==> src/hdl/integer_to_decimal_ascii_defines.svh <==
// ---------------------------------------------------------------------------
// Assertion macros for the integer to decimal text converter
// Shared property wrappers, clocked on clk and held off during reset.
// ---------------------------------------------------------------------------
`ifndef INTEGER_TO_DECIMAL_ASCII_DEFINES_SVH
`define INTEGER_TO_DECIMAL_ASCII_DEFINES_SVH

// Property that must hold at every clock edge outside reset.
`define I2DA_ASSERT(lbl, prop, msg) \
    lbl: assert property (@(posedge clk) disable iff (!rst_n) (prop)) else $error(msg);

// Condition in one cycle that implies a consequence in the next cycle.
`define I2DA_ASSERT_NEXT(lbl, cond, cons, msg) \
    lbl: assert property (@(posedge clk) disable iff (!rst_n) (cond) |=> (cons)) \
        else $error(msg);

`endif

==> src/hdl/i2da_pkg.sv <==
// ---------------------------------------------------------------------------
// i2da_pkg
// Types and constants of the integer to decimal text converter.
// ---------------------------------------------------------------------------
`default_nettype none

package i2da_pkg;

    localparam int unsigned VALUE_W  = 64;
    localparam int unsigned DIGITS   = 20;
    localparam int unsigned BCD_W    = 4 * DIGITS;
    localparam int unsigned BITCNT_W = 7;
    localparam int unsigned DIGCNT_W = 5;

    localparam logic [5:0] CHAR_MINUS = 6'd45;
    localparam logic [5:0] CHAR_ZERO  = 6'd48;

    // Width codes carried with each item.
    localparam logic [1:0] WIDTH_8  = 2'd0;
    localparam logic [1:0] WIDTH_16 = 2'd1;
    localparam logic [1:0] WIDTH_32 = 2'd2;
    localparam logic [1:0] WIDTH_64 = 2'd3;

    typedef enum logic [1:0] {
        ST_IDLE,
        ST_CONVERT,
        ST_SKIP,
        ST_EMIT
    } state_t;

endpackage

`default_nettype wire

==> src/hdl/integer_to_decimal_ascii.sv <==
// ---------------------------------------------------------------------------
// integer_to_decimal_ascii
// Converts an 8/16/32/64-bit signed or unsigned integer to its shortest
// decimal text, sent most significant character first.
// ---------------------------------------------------------------------------
//
//  Channel  | Direction | Payload                                 | Marks
//  ---------+-----------+-----------------------------------------+--------
//  s_axis   | in        | tdata: value_bits, tuser: width, sign   | -
//  m_axis   | out       | tdata: char_code                        | tlast
//
// An item is converted with a shift-and-add-3 (double dabble) loop that
// takes one bit of the value per cycle: an item is loaded, its 8, 16, 32
// or 64 value bits are converted by its width, leading zero digits are
// dropped, and then one character (1 to 20 in all) is sent per cycle unless
// the output is stalled. The input is not ready until the last character
// of the previous item has been taken. Reset returns the sequencer to idle.
//
`default_nettype none

`include "integer_to_decimal_ascii_defines.svh"

module integer_to_decimal_ascii (
    input  wire logic        clk,
    input  wire logic        rst_n,
    // Input items
    input  wire logic        s_tvalid,
    output logic             s_tready,
    input  wire logic [63:0] s_tdata,   // [63:0] value_bits
    input  wire logic [2:0]  s_tuser,   // [1:0] width_code, [2] is_signed
    // Output characters
    output logic             m_tvalid,
    input  wire logic        m_tready,
    output logic [7:0]       m_tdata,   // [5:0] char_code, [7:6] zero
    output logic             m_tlast    // last_char
);

    // Sequencer and counters.
    i2da_pkg::state_t                    state_reg, state_next;
    logic                                neg_reg,   neg_next;
    logic [i2da_pkg::BITCNT_W-1:0]       cnt_reg,   cnt_next;
    logic [i2da_pkg::DIGCNT_W-1:0]       ndig_reg,  ndig_next;

    // Binary bits still to be shifted in, and the BCD digit register.
    logic [i2da_pkg::VALUE_W-1:0]        bin_reg,   bin_next;
    logic [i2da_pkg::BCD_W-1:0]          bcd_reg,   bcd_next;

    // Load path.
    logic [1:0]                          width_code;
    logic                                is_signed;
    logic [i2da_pkg::VALUE_W-1:0]        mask;
    logic [i2da_pkg::VALUE_W-1:0]        sign_bit;
    logic [i2da_pkg::VALUE_W-1:0]        masked;
    logic [i2da_pkg::VALUE_W-1:0]        mag;
    logic                                load_neg;
    logic [i2da_pkg::VALUE_W-1:0]        load_bin;
    logic [i2da_pkg::BITCNT_W-1:0]       load_cnt;

    // Add-3 units, one per BCD digit, applied before the shift.
    logic [i2da_pkg::BCD_W-1:0]          bcd_adj;
    logic [3:0]                          top_digit;

    // Terms used by the checks at the end of the module.
    logic                                s_accept;
    logic                                char_minus;
    logic                                char_legal;

    assign width_code = s_tuser[1:0];
    assign is_signed  = s_tuser[2];
    assign top_digit  = bcd_reg[i2da_pkg::BCD_W-1 -: 4];

    // Mask the value to its width, take the magnitude, and left-align it so
    // the conversion loop always starts from bit 63.
    always_comb
    begin
        unique case (width_code)
            i2da_pkg::WIDTH_8:
            begin
                mask     = 64'h0000_0000_0000_00FF;
                sign_bit = 64'h0000_0000_0000_0080;
                load_cnt = 7'd8;
            end
            i2da_pkg::WIDTH_16:
            begin
                mask     = 64'h0000_0000_0000_FFFF;
                sign_bit = 64'h0000_0000_0000_8000;
                load_cnt = 7'd16;
            end
            i2da_pkg::WIDTH_32:
            begin
                mask     = 64'h0000_0000_FFFF_FFFF;
                sign_bit = 64'h0000_0000_8000_0000;
                load_cnt = 7'd32;
            end
            default:
            begin
                mask     = 64'hFFFF_FFFF_FFFF_FFFF;
                sign_bit = 64'h8000_0000_0000_0000;
                load_cnt = 7'd64;
            end
        endcase

        masked   = s_tdata & mask;
        load_neg = is_signed && ((masked & sign_bit) != '0);
        // The most negative value negates to 2^(width-1), which still fits.
        mag      = load_neg ? ((~(masked | ~mask)) + 64'd1) : masked;

        unique case (width_code)
            i2da_pkg::WIDTH_8:  load_bin = {mag[7:0],  56'd0};
            i2da_pkg::WIDTH_16: load_bin = {mag[15:0], 48'd0};
            i2da_pkg::WIDTH_32: load_bin = {mag[31:0], 32'd0};
            default:            load_bin = mag;
        endcase
    end

    // Add 3 to every digit of 5 or more; the digits are independent.
    always_comb
    begin
        for (int i = 0; i < i2da_pkg::DIGITS; i++)
        begin
            if (bcd_reg[4*i +: 4] >= 4'd5)
                bcd_adj[4*i +: 4] = bcd_reg[4*i +: 4] + 4'd3;
            else
                bcd_adj[4*i +: 4] = bcd_reg[4*i +: 4];
        end
    end

    // Next state and outputs.
    always_comb
    begin
        state_next = state_reg;
        neg_next   = neg_reg;
        cnt_next   = cnt_reg;
        ndig_next  = ndig_reg;
        bin_next   = bin_reg;
        bcd_next   = bcd_reg;
        s_tready   = 1'b0;
        m_tvalid   = 1'b0;
        m_tlast    = 1'b0;
        m_tdata    = {2'b00, i2da_pkg::CHAR_ZERO + {2'b00, top_digit}};

        unique case (state_reg)
            i2da_pkg::ST_IDLE:
            begin
                s_tready = 1'b1;
                if (s_tvalid)
                begin
                    neg_next   = load_neg;
                    cnt_next   = load_cnt;
                    bin_next   = load_bin;
                    bcd_next   = '0;
                    state_next = i2da_pkg::ST_CONVERT;
                end
            end

            i2da_pkg::ST_CONVERT:
            begin
                // One binary bit enters the BCD register per cycle.
                bcd_next = {bcd_adj[i2da_pkg::BCD_W-2:0], bin_reg[i2da_pkg::VALUE_W-1]};
                bin_next = {bin_reg[i2da_pkg::VALUE_W-2:0], 1'b0};
                cnt_next = cnt_reg - 7'd1;
                if (cnt_reg == 7'd1)
                begin
                    ndig_next  = i2da_pkg::DIGCNT_W'(i2da_pkg::DIGITS);
                    state_next = i2da_pkg::ST_SKIP;
                end
            end

            i2da_pkg::ST_SKIP:
            begin
                // Drop leading zeros, keeping at least one digit.
                if ((top_digit == 4'd0) && (ndig_reg != 5'd1))
                begin
                    bcd_next  = {bcd_reg[i2da_pkg::BCD_W-5:0], 4'd0};
                    ndig_next = ndig_reg - 5'd1;
                end
                else
                begin
                    state_next = i2da_pkg::ST_EMIT;
                end
            end

            i2da_pkg::ST_EMIT:
            begin
                m_tvalid = 1'b1;
                if (neg_reg)
                    m_tdata = {2'b00, i2da_pkg::CHAR_MINUS};
                else
                    m_tlast = (ndig_reg == 5'd1);
                if (m_tready)
                begin
                    if (neg_reg)
                        neg_next = 1'b0;
                    else if (ndig_reg == 5'd1)
                        state_next = i2da_pkg::ST_IDLE;
                    else
                    begin
                        bcd_next  = {bcd_reg[i2da_pkg::BCD_W-5:0], 4'd0};
                        ndig_next = ndig_reg - 5'd1;
                    end
                end
            end

            default:
            begin
                state_next = i2da_pkg::ST_IDLE;
            end
        endcase
    end

    // Control registers.
    always_ff @(posedge clk or negedge rst_n)
    begin
        if (!rst_n)
        begin
            state_reg <= i2da_pkg::ST_IDLE;
            neg_reg   <= 1'b0;
            cnt_reg   <= '0;
            ndig_reg  <= '0;
        end
        else
        begin
            state_reg <= state_next;
            neg_reg   <= neg_next;
            cnt_reg   <= cnt_next;
            ndig_reg  <= ndig_next;
        end
    end

    // Datapath registers.
    always_ff @(posedge clk)
    begin
        bin_reg <= bin_next;
        bcd_reg <= bcd_next;
    end

    assign s_accept   = s_tvalid && s_tready;
    assign char_minus = (m_tdata[5:0] == i2da_pkg::CHAR_MINUS);
    assign char_legal = char_minus ||
                        ((m_tdata[5:0] >= i2da_pkg::CHAR_ZERO) &&
                         (m_tdata[5:0] <= (i2da_pkg::CHAR_ZERO + 6'd9)));

    // The block never takes an item while characters are being sent.
    `I2DA_ASSERT(a_no_overlap, !(s_tready && m_tvalid), "input ready while sending text")

    // Every character is a digit or the minus sign.
    `I2DA_ASSERT(a_char_range, !m_tvalid || char_legal, "character out of range")

    // A minus sign is always followed by digits.
    `I2DA_ASSERT(a_minus_not_last, !(m_tvalid && char_minus && m_tlast), "minus sign marked last")

    // After an item is taken the converter is busy on the next cycle.
    `I2DA_ASSERT_NEXT(a_busy_after_load, s_accept, !s_tready && !m_tvalid, "not busy after load")

endmodule

`default_nettype wire
==> config.mk <==
export PLATFORM = sky130hd
export DESIGN_NAME = integer_to_decimal_ascii
export DESIGN_NICKNAME = d
export VERILOG_FILES = /design/src/hdl/i2da_pkg.sv /design/src/hdl/integer_to_decimal_ascii.sv
export VERILOG_INCLUDE_DIRS = /design/src /design/src/hdl
export SDC_FILE = /design/constraint.sdc
export NUM_CORES = 1
export LEC_CHECK = 0
export ABC_CLOCK_PERIOD_IN_PS = 7540
export BUFFER_PORTS_ARGS = -buffer_cell sky130_fd_sc_hd__buf_2
export CAP_MARGIN = 20
export CELL_PAD_IN_SITES_DETAIL_PLACEMENT = 0
export CELL_PAD_IN_SITES_GLOBAL_PLACEMENT = 1
export CORE_UTILIZATION = 40
export DETAILED_ROUTE_END_ITERATION = 10
export PLACE_DENSITY_LB_ADDON = 0.15
export SLEW_MARGIN = 15
export SYNTH_ARGS = -nofsm -noshare
export SYNTH_HDL_FRONTEND = slang
export SYNTH_SLANG_ARGS = --single-unit
==> constraint.sdc <==
create_clock -name clk -period 7.54 [get_ports clk]
set_input_delay 0 -clock clk [delete_from_list [all_inputs] [get_ports clk]]
set_output_delay 0 -clock clk [all_outputs]
set_load 0.02 [all_outputs]
# [Word-level counts from Yosys, hierarchy flattened]
# Index checks and enable logic that the tools add are counted.
[totals] regBits=159 inputBits=71 output_inout_bits=11 elab_cells=142
[classes] add_sub_neg=24 order_cmp=20 eq_ne=16 mux=57 bitwise=5 n_reduce_logical=14
[op_table] operator="$pmux 64 s3" count=3
[op_table] operator="$mux 80" count=5
[op_table] operator="$pmux 80 s4" count=1
[op_table] operator="$and 64x64->64" count=2
[op_table] operator="$mux 64" count=2
[op_table] operator="$not 64->64" count=2
[op_table] operator="$pmux 64 s2" count=1
[op_table] operator="$ge 4x3->1 const B" count=20
[op_table] operator="$add 4x2->4 const B" count=19
[op_table] operator="$mux 4" count=19
[op_table] operator="$add 64x1->64 const B" count=1
[op_table] operator="$or 64x64->64" count=1
[op_table] operator="$reduce_bool 64->1" count=1
[op_table] operator="$mux 5" count=5
[op_table] operator="$pmux 7 s3" count=1
[op_table] operator="$ne 2x2->1 const B" count=8
[op_table] operator="$pmux 5 s3" count=1
[op_table] operator="$pmux 7 s2" count=1
[op_table] operator="$mux 2" count=6
[op_table] operator="$mux 6" count=2
[op_table] operator="$reduce_and 6->1" count=2
[op_table] operator="$pmux 2 s4" count=1
[op_table] operator="$eq 7x1->1 const B" count=1
[op_table] operator="$mux 7" count=1
[op_table] operator="19 further kinds" count=30

# [Longest topological paths before layout]
[logic_depth] ltp_word=10 ltp_mapped=10 depth_no_buf=9

# [Worst setup path after synthesis]
# No wires, ideal clock.
[synth_path] path_type="register to register" start="register state_reg[0]" end="register bcd_reg[0] (netlist name) (enable)" setup_time_ns=0.519 arrival_time_ns=4.464 slack_ns=2.557 stages_incl_launch_ff=5 path_buffers=1 cell_sequence="dfrtp_1 ha_1 clkbuf_1 a22o_1 nor2_1"
[synth_via] elab_chain_cells=3
[synth_rtl] item="from (decl)" line="integer_to_decimal_ascii.sv:39" rtl="i2da_pkg::state_t state_reg, state_next;"
[synth_rtl] item="from (signal assigned)" line="integer_to_decimal_ascii.sv:216" rtl="state_reg <= i2da_pkg::ST_IDLE;"
[synth_rtl] item="from (signal assigned)" line="integer_to_decimal_ascii.sv:223" rtl="state_reg <= state_next;"
[synth_rtl] item="$eq 2x2->1 / $logic_not 2->1 (equally long branches)" line="integer_to_decimal_ascii.sv:142" rtl="unique case (state_reg)"
[synth_rtl] item="$ne 2x2->1 (no source line)"
[synth_rtl] item="$reduce_and 5->1 (no source line) *"
[synth_rtl] item="to (signal assigned)" line="integer_to_decimal_ascii.sv:234" rtl="bcd_reg <= bcd_next;"
[synth_rtl] item="to (decl)" line="integer_to_decimal_ascii.sv:46" rtl="logic [i2da_pkg::BCD_W-1:0] bcd_reg, bcd_next;"
# Mark *: on every way between the ends. The rest lies on a longest branch, timed or not.
# A chain may end at the register's enable or synchronous reset.

# [Final worst setup path]
[layout_path] start="register state_reg[1]" end="register bin_reg[60] (netlist name), data pin"
[layout_via] elab_chain_cells=2
[layout_rtl] item="$eq 2x1->1 / $logic_not 2->1 (equally long branches)" line="integer_to_decimal_ascii.sv:142"
[layout_rtl] item="$pmux 64 s2 *" line="integer_to_decimal_ascii.sv:142"
[layout_rtl] item="net bin_next (one bit)" line="integer_to_decimal_ascii.sv:45" rtl="logic [i2da_pkg::VALUE_W-1:0] bin_reg, bin_next;"
[layout_rtl] item="to (signal assigned)" line="integer_to_decimal_ascii.sv:233" rtl="bin_reg <= bin_next;"
[layout_rtl] item="to (decl)" line="integer_to_decimal_ascii.sv:45"
# Mark *: on every way through the listed nets, which the timed path passes. The rest lies on a longest branch.

==> flow_summary.json <==
{
  "die_h_um": 169,
  "drc": 0,
  "critPathBufInv": 2,
  "critical-path-top-delay-family": "simple AND/OR/NAND/NOR gates",
  "p_seq_frac": 0.393,
  "via_per_inst": 5.78,
  "grt_setup_unrepaired": "no",
  "cp.required_ns": 7.84,
  "grt_pass1_wl_um": 52000,
  "crit_type": "reg2reg",
  "dr.first_iter.drc_count": 810,
  "wl_per_cell_um": 19.5,
  "final_antenna_net_count": 0,
  "tritoncts": "done",
  "drive_gt1_frac": 0.116,
  "max_cap_violations": 0,
  "fin_crit_sh": 0.435,
  "setup_viol": 0,
  "slew_violations": 0,
  "grt.total_usage": 0.235,
  "die_x_um": 169,
  "status": "finished clean",
  "p_comb_frac": 0.435,
  "p_int_mw": 2.98,
  "p_leak_nw": 4.65,
  "insertedDiodeCount": 0,
  "drt-pass1-iter-count": 5,
  "grt_pass1_vias": 9122,
  "cp_max_fo": 46,
  "critPathArrivalTime_ns": 3.58,
  "fin_nets": 1409,
  "gp_congestion": 0.932,
  "min_path_type": "in2reg",
  "grt_overflow_total": 0,
  "clkTransAtPathRegs_ns": 0.07,
  "wl_um": 32700,
  "start_util": 0.411,
  "tightestPinTransition_ns": 1.02,
  "netlist_instances": 1231,
  "p_per_area_nw_per_um2": 406,
  "place_hpwl_um": 23000,
  "grt_max_degree": 84,
  "min_period_ns": 3.28,
  "largest_reg_flops": 80,
  "synth_edf_count": 144,
  "r2r_slack_ns": 4.26,
  "clockBufferDepth": 2,
  "synth_cell_types": 75,
  "ys_seq_area_frac": 0.421,
  "netlist_area_um2": 11200,
  "core_um2": 27200,
  "synth_area_per_cell_um2": 9.08,
  "clock_sinks": 159,
  "postPlaceCellArea_um2": 11900,
  "cp_slowest_cell": "nand2_1",
  "cpPeakStageDelay_ns": 0.75,
  "cts_made_buffers": 17,
  "fmax_ghz": 0.305,
  "tns_ns": 0,
  "cts_root_buffer": "clkbuf_16",
  "cp_cell_sequence": "inv_1 > ha_2 > buf_4 > nor2b_1 > nand2_1 > or3_1 > mux2i_1 > a2111o_1",
  "final_area_um2": 12600,
  "slew_headroom": 0.320,
  "p_switching_mw": 2.15,
  "dieArea_um2": 28600,
  "cts_resized": 0,
  "insertion_delay_ns": 0.43,
  "yosys_register_bits": 159,
  "ir_drop_mv": 0.211,
  "cts_htree_levels": 4,
  "endpoint_kind": "register",
  "clock_skew_ns": 0.0112,
  "portBuffers": 78,
  "syn2layout_area_growth_pct": 12.9,
  "finalHoldViolations": 0,
  "num_rows": 60,
  "antenna_found_initial": 0,
  "swShare": 0.419,
  "clkPwrFrac": 0.172,
  "ys_warn_count": 0,
  "vias": 9678,
  "ys_async_sr_fraction": 0.0943,
  "pin_count": 82,
  "startpoint_type": "register",
  "synthFlopType": "edfxtp_1"
}
## layout make-up
type | instances | area, µm²
fillers | 2691 | 14600
multi-input cells | 945 | 6030
clock inverters | 11 | 86.3
clock buffers | 21 | 504
inverters | 62 | 233
repair buffers | 103 | 598
well taps | 372 | 465
flip-flops and latches | 159 | 4700
## routing by layer
layer | vias to the layer above | share of wire | global-route usage
li1 | 4644 | - | -
met1 | 4630 | 0.46 | 0.333
met2 | 344 | 0.43 | 0.345
met3 | 60 | 0.077 | 0.0548
met4 | 0 | 0.034 | 0.0952
met5 | - | 0 | 0
## cells by family after synthesis
| logic type | count (synthesis) | synth area share |
|---|---|---|
| flops | 159 | 0.421 |
| simple gates | 423 | 0.195 |
| mux | 17 | 0.0156 |
| compound gates | 374 | 0.206 |
| other cells | 2 | 0.000672 |
| buf+inv | 128 | 0.0445 |
| fa+ha+maj | 50 | 0.0560 |
| xor+xnor | 78 | 0.0611 |
## power by group through the flow
| stage | registers, mW | clock network (mW) | logic (mW) |
|---|---|---|---|
| CTS | 2.02 | 0.898 | 2.25 |
| detailed placement | 2.03 | 0 | 2.24 |
| finish | 2.01 | 0.883 | 2.23 |
| floorplan | 1.96 | 0 | 1.70 |
| global route | 2.08 | 0.935 | 2.55 |
| global placement | 2.03 | 0 | 2.22 |
## per-stage QoR
step           setup slack [ns]  utilization  hold slack [ns]  power (mW)  std cells
6_report                   4.26        0.464          0.00619        5.13       1673
3_5_place_dp               4.28        0.440          -0.0708        4.27       1633
2_1_floorplan              2.56            -           -0.296        3.66       1232
4_1_cts                    4.26        0.464         0.000731        5.17       1673
5_1_grt                    4.07        0.464           0.0115        5.57       1673
3_3_place_gp               4.30        0.440          -0.0659        4.25       1633
## worst register-to-register path, stage by stage, from the launching register on
cell and delay [ns]:
dfrtp_1 0.37, inv_1 0.08, ha_2 0.18, buf_4 0.29, nor2b_1 0.66, nand2_1 0.75
or3_1 0.56, mux2i_1 0.15, a2111o_1 0.12
## cells in the final DEF, fill, tap and decap left out, drive strengths merged, types with 5 or more instances in the layout
| cell type | Yosys | final |
|---|---|---|
| nor4 | 15 | 15 |
| o22ai | 10 | 10 |
| nor2b | 8 | 8 |
| a22o | 19 | 19 |
| nand4 | 11 | 11 |
| edfxtp | 144 | 144 |
| o221ai | 8 | 8 |
| a21oi | 93 | 93 |
| a31oi | 18 | 18 |
| ha | 50 | 50 |
| buf | 11 | 95 |
| a32o | 5 | 5 |
| inv | 62 | 72 |
| xnor2 | 47 | 47 |
| mux2i | 14 | 14 |
| dlygate4sd3 | 0 | 8 |
| nor2 | 80 | 80 |
| or2 | 5 | 5 |
| nand2 | 145 | 145 |
| nand2b | 29 | 29 |
| dfrtp | 15 | 15 |
| o21a | 5 | 5 |
| nand3b | 5 | 5 |
| xor2 | 31 | 31 |
| nor3 | 30 | 30 |
| a22oi | 8 | 8 |
| o211ai | 6 | 6 |
| nor4b | 6 | 6 |
| o21ai | 137 | 137 |
| o31ai | 22 | 22 |
| nand3 | 19 | 19 |
| nor3b | 31 | 31 |
| clkbuf | 55 | 21 |
| and3 | 13 | 13 |
| or3 | 10 | 10 |
| a221oi | 6 | 6 |
## final timing paths
path,startpoint,end,depth (start not counted)
worst min-delay path,s_tdata[57],bin_reg[57],3
worst max register to register,state_reg[1],bin_reg[60],8
min in group asynchronous,rst_n,state_reg[1],3
worst min register to register,bin_reg[23],bin_reg[24],2
max in group asynchronous,rst_n,state_reg[0],4
worst max-delay path,state_reg[1],bin_reg[60],8
## synthesized netlist by cell type (10+ instances only)
| library cell | n | area share |
|---|---|---|
| a21oi_1 | 93 | 0.042 |
| a22o_1 | 19 | 0.015 |
| a31oi_1 | 18 | 0.010 |
| and3_1 | 13 | 0.0073 |
| clkbuf_1 | 55 | 0.018 |
| dfrtp_1 | 15 | 0.034 |
| edfxtp_1 | 144 | 0.39 |
| ha_1 | 50 | 0.056 |
| inv_1 | 62 | 0.021 |
| mux2i_1 | 14 | 0.013 |
| nand2_1 | 145 | 0.049 |
| nand2b_1 | 29 | 0.016 |
| nand3_1 | 18 | 0.0081 |
| nand4_1 | 11 | 0.0062 |
| nor2_1 | 80 | 0.027 |
| nor3_1 | 30 | 0.013 |
| nor3b_1 | 31 | 0.021 |
| nor4_1 | 13 | 0.0073 |
| o21ai_0 | 135 | 0.060 |
| o22ai_1 | 10 | 0.0056 |
| o31ai_1 | 22 | 0.015 |
| or3_1 | 10 | 0.0056 |
| xnor2_1 | 47 | 0.037 |
| xor2_1 | 31 | 0.024 |
## timing repair
| action | 4_1_cts | 5_1_grt |
|---|---|---|
| setup buffers | 0 | 0 |
| endpoints found under the hold margin | 20 | 0 |
| hold buffers | 8 | 0 |
Power figures use the tool's default switching activity.
